## src/sv/saim_pkg.sv

```systemverilog
// ----------------------------------------------------------------------------
// Strided access interval merger package
// Shared constants, action codes and the control and status bundles.
// ----------------------------------------------------------------------------
package saim_pkg;

  localparam int unsigned DefTableDepth = 64;
  localparam logic [31:0] CountMax = 32'hFFFF_FFFF;

  localparam logic [2:0] ActNew    = 3'd0;
  localparam logic [2:0] ActUp     = 3'd1;
  localparam logic [2:0] ActInside = 3'd2;
  localparam logic [2:0] ActDown   = 3'd3;
  localparam logic [2:0] ActFull   = 3'd4;
  localparam logic [2:0] ActRead   = 3'd5;

  typedef struct packed {
    logic [63:0] base;
    logic [63:0] stride;
    logic [31:0] count;
    logic [47:0] pc;
    logic [7:0]  kind;
  } entry_t;

  typedef struct packed {
    logic latch;
    logic rd_user;
    logic emit_user;
    logic scan_rd;
    logic next;
    logic load;
    logic mul_lo;
    logic mul_hi;
    logic sum;
    logic commit;
    logic append;
    logic drop;
  } cmd_t;

  typedef struct packed {
    logic is_read;
    logic at_fill;
    logic full;
    logic key_match;
    logic fits;
  } status_t;

endpackage

```

## src/sv/saim_ctrl.sv

```systemverilog
// ----------------------------------------------------------------------------
// Strided access interval merger controller
// Sequences the read of a requested entry, the table scan, the end computation
// and the write back.
module saim_ctrl import saim_pkg::*; (
  input  logic    clk_i,
  input  logic    rst_ni,
  input  logic    start,
  output logic    busy,
  input  status_t status_i,
  output cmd_t    cmd_o
);

  localparam logic [3:0] StIdle   = 4'd0;
  localparam logic [3:0] StRsel   = 4'd1;
  localparam logic [3:0] StRwait  = 4'd2;
  localparam logic [3:0] StScan   = 4'd3;
  localparam logic [3:0] StLoad   = 4'd4;
  localparam logic [3:0] StMulLo  = 4'd5;
  localparam logic [3:0] StMulHi  = 4'd6;
  localparam logic [3:0] StSum    = 4'd7;
  localparam logic [3:0] StDecide = 4'd8;

  logic [3:0] state_q, state_d;

  always_ff @(posedge clk_i or negedge rst_ni) begin
    if (!rst_ni) begin
      state_q <= StIdle;
    end else begin
      state_q <= state_d;
    end
  end

  assign busy = (state_q != StIdle);

  always_comb begin
    state_d = state_q;
    cmd_o   = '0;
    case (state_q)
      StIdle: begin
        if (start) begin
          cmd_o.latch = 1'b1;
          state_d     = StRsel;
        end
      end
      StRsel: begin
        if (status_i.is_read) begin
          cmd_o.rd_user = 1'b1;
          state_d       = StRwait;
        end else begin
          state_d = StScan;
        end
      end
      StRwait: begin
        cmd_o.emit_user = 1'b1;
        state_d         = StIdle;
      end
      StScan: begin
        if (status_i.at_fill) begin
          if (status_i.full) begin
            cmd_o.drop = 1'b1;
          end else begin
            cmd_o.append = 1'b1;
          end
          state_d = StIdle;
        end else begin
          cmd_o.scan_rd = 1'b1;
          state_d       = StLoad;
        end
      end
      StLoad: begin
        if (status_i.key_match) begin
          cmd_o.load = 1'b1;
          state_d    = StMulLo;
        end else begin
          cmd_o.next = 1'b1;
          state_d    = StScan;
        end
      end
      StMulLo: begin
        cmd_o.mul_lo = 1'b1;
        state_d      = StMulHi;
      end
      StMulHi: begin
        cmd_o.mul_hi = 1'b1;
        state_d      = StSum;
      end
      StSum: begin
        cmd_o.sum = 1'b1;
        state_d   = StDecide;
      end
      StDecide: begin
        cmd_o.commit = 1'b1;
        if (status_i.fits) begin
          state_d = StIdle;
        end else begin
          cmd_o.next = 1'b1;
          state_d    = StScan;
        end
      end
      default: begin
        state_d = StIdle;
      end
    endcase
  end

endmodule

```

## config.mk

```make
export PLATFORM = sky130hd
export DESIGN_NAME = saim_ctrl
export DESIGN_NICKNAME = d
export VERILOG_FILES = /design/src/sv/saim_pkg.sv /design/src/sv/saim_ctrl.sv
export SDC_FILE = /design/constraint.sdc
export NUM_CORES = 1
export LEC_CHECK = 0
export BUFFER_PORTS_ARGS = -buffer_cell sky130_fd_sc_hd__buf_2
export CORE_AREA = 4 4 41 43
export CTS_CLUSTER_DIAMETER = 100
export CTS_CLUSTER_SIZE = 10
export DETAILED_ROUTE_END_ITERATION = 6
export DIE_AREA = 0 0 45 47
export SLEW_MARGIN = 20
export SYNTH_ARGS = -nofsm -noshare
export SYNTH_HDL_FRONTEND = slang
export SYNTH_SLANG_ARGS = --single-unit
export TNS_END_PERCENT = 1
```

## constraint.sdc

```tcl
create_clock -name clk_i -period 1.65 [get_ports clk_i]
set_clock_uncertainty 0.2 [all_clocks]
set_input_delay 0.2475 -clock clk_i [delete_from_list [all_inputs] [get_ports clk_i]]
set_output_delay 0.2475 -clock clk_i [all_outputs]
set_load 0.03 [all_outputs]
```

After elaboration in Yosys (flattened, before gate mapping)
Cells that the tools add are included.
Word-level totals
  output and inout bits: 13
  register bits: 4
Cells by class
  multiplexer cells: 26
  equality and inequality tests: 9
  reduce and logical (&&, ||, !) cells: 2
Operator list (number)
  4-bit case mux with 8 select lines: 1
  1-bit 2-to-1 mux: 18
  4-bit by 3-bit == test with 1-bit output (second input constant): 4
  4-bit by 2-bit == test with 1-bit output (second input constant): 2
  2-bit 2-to-1 mux: 3
  3-bit 2-to-1 mux: 2
  4-bit by 1-bit == test with 1-bit output (second input constant): 1
  4-bit == test (second input constant): 1
  4-bit logical NOT: 1
  4-bit 2-to-1 mux: 1
  4-bit nonzero test: 1
  2-bit != test (second input constant): 1
  1-bit case mux with 2 select lines: 1

Logic depth before layout (Yosys ltp)
  depth in word-level cells: 3
  gate-level depth with buffers: 4
  depth with buffers taken out: 3

Least setup slack after synthesis
OpenSTA, ideal clock, no wires.
  path type: register -> output
  start: register state_q[1]
  end: output port cmd_o[6] in the netlist's numbering
  slack: -0.366 ns
  data required time: 1.202 ns
  cell stages (with the launch flop): 3
  arrival time: 1.568 ns
  path buffers: 1
  path through: dfrtp_1 -> buf_4 -> nor4_1
RTL lines
  from (decl): line saim_ctrl.sv:24  | logic [3:0] state_q, state_d;
  from (signal assigned): line saim_ctrl.sv:28  | state_q <= StIdle;
  from (signal assigned): line saim_ctrl.sv:30  | state_q <= state_d;
  to (decl): line saim_ctrl.sv:11  | output cmd_t cmd_o

==> metrics.txt <==
status=complete, but fails checks; violated checks=setup timing; ys flop type=dfrtp_1; pwr dens=2010 nW/um^2; Worst EP arrival=1.32 ns; required time worst endpoint=1.20 ns; fraction of registers with async set/reset=1.00; largest net degree at the start of global routing=7; Final Hold Fails=0; Iteration-0 DRC Markers=1; Fmax=0.566 GHz; DRC=0; Worst Hold Class=in2async; post-layout util=0.591; vias=501; grt total ovfl=0; Final Slew Violations=0; LEAKAGE=0.363 nW; Top delay family on crit path=flip-flops; clock period minus worst slack=1.77 ns; DRT antenna net count=0; syn_area_per_cell=7.56 um^2; final wirelength=1390 um; Placed Cells=90; area delta synth->final=104%; die area=2120 um^2; number of setup violations in the final report=9; dominant cell type by area after synthesis=dfrtp_1; EDFF count, synth=0; Yosys top cell area share=0.265; peak supply drop=0.000785 V; row count=13; max reg flops=4; layout cell share with drive strength beyond 1=0.643; CP Cell Sequence=nand2b_4, nor3b_1, buf_4; I/O Buffers=20; worst hold slack=0.146 ns; Max-Cap Viols=0; cts bufs inserted=3; RSZ-0062 raised after global routing=yes; TritonRoute pass-1 iters=2; Global Route Usage Sum=0.157; Ports=21; H-Tree Depth=1; top cells by count, synth=11 x nor2_1, 4 x dfrtp_1, 4 x nand2_1; Slowest Stage Delay on Critical Path=0.48 ns; vias per cell=5.06; Sink Count=4; Synth Warn #=0; non-filler cells, final=99; Largest regs=state_q x4; Biggest register=state_q; initial antenna violation count=0; nets=94; slowest CP cell=dfrtp_2; ant diodes=0; CTS max path bufs=2; core area=1300 um^2; Seq/Total Area, Yosys=0.265; share of the clock period used by the worst path=1.07; Die Height=47 um; GPL Wtd Cong=0.721; TritonCTS clock tree=built; global-route wire length before repair=2350 um; worst path bufs/invs=1; Syn Nets=58; clock root cell=clkbuf_4; wire per inst=14.0 um; Synth area leaders=dfrtp_1 26%, nor2_1 11%, nand2b_1 5.0%, nor4_1 5.0%, a2bb2oi_1 4.6%; relative slew slack=0.812; Netlist cell types=25; Initial Util=0.290; crit-path max FO=6; dpl hpwl=889 um; top-count cell post-synth=nor2_1; slew of the pin with the lowest slew margin=0.279 ns; setup ws final=-0.118 ns; Crit Path Class=reg2out; die width=45 um; clk slew on worst S/H paths=0.04 ns; Cell Area, Synth=378 um^2; Clk Latency, worst-skew pair=0.24 ns; Seq cells post-synth=4; Crit. End Element=output pin; vias in the first global route=527; crit start category=register; Gate Count Post-Synth=50
-- layer usage --
metal | vias to the layer above | global-route usage | routed length (um)
met5 | - | 0 | 0
met4 | 0 | 0.105 | 28
met3 | 4 | 0.0345 | 65
met2 | 15 | 0.263 | 748
met1 | 232 | 0.180 | 542
li1 | 250 | - | -
-- worst reg2reg max path, cell delays in order, from the launching register on --
cell,delay (ns)
dfrtp_2,0.45
buf_4,0.15
buf_1,0.14
or2b_1,0.25
a311oi_2,0.27
-- layout make-up --
| class | instances | area (um^2) |
|---|---|---|
| Multi-Input combinational cell | 41 | 330 |
| Clock buffer | 3 | 22.5 |
| Sequential cell | 4 | 104 |
| Fill cell | 120 | 532 |
| Tap cell | 15 | 18.8 |
| Inverter | 1 | 3.75 |
| Timing Repair Buffer | 35 | 290 |
-- where the power goes --
group          internal [mW]  switching (mW)  total, mW
clock network         0.0816          0.0444      0.126
registers              0.150           0.101      0.251
logic                  0.580           0.593       1.17
-- path summary, 6_finish.rpt --
path	start	end	slack, ns	cells after the start
min	rst_ni	state_q[1]	0.15	2
min in group clk_i	status_i[0]	state_q[1]	0.15	3
max reg2reg	state_q[0]	state_q[2]	0.08	4
min reg2reg	state_q[3]	state_q[2]	0.41	2
max in group asynchronous	rst_ni	state_q[2]	0.96	2
max	state_q[2]	cmd_o[5]	-0.12	3
-- kinds of logic after synthesis --
logic type	after synthesis	synth area share
flops	4	0.265
buf+inv	5	0.0927
compound gates	9	0.195
simple gates	32	0.447
-- cells in the final DEF (no fill, tap or decap), drive strengths merged, types with 2 or more instances in the layout --
cell type  instances
nor3               3
clkbuf             3
nor4               3
and3               2
nand2b             3
nor2              11
dfrtp              4
nand2              4
a2bb2oi            2
buf               34
-- metrics by stage --
stage                     cell area (um^2)  setup TNS (ns)  setup slack (ns)  total power [mW]
after floorplan                        390          -0.306            -0.169             0.785
after global placement                 546               0            0.0490              1.03
final                                  769          -0.551            -0.118              1.55
after global routing                   769           -1.23            -0.186              1.67
after detailed placement               546               0           0.00337              1.04
after CTS                              744          -0.448           -0.0795              1.48
-- what timing repair did --
action                                 4_1_cts  5_1_grt
hold buffers                                 1        0
pin swaps                                    5        1
resized for setup                           38        7
setup endpoints to repair                   13       13
buffers inserted                             5        0
cloned                                       0        0
endpoints found under the hold margin        4        0
(Power assumes the default switching activity.)
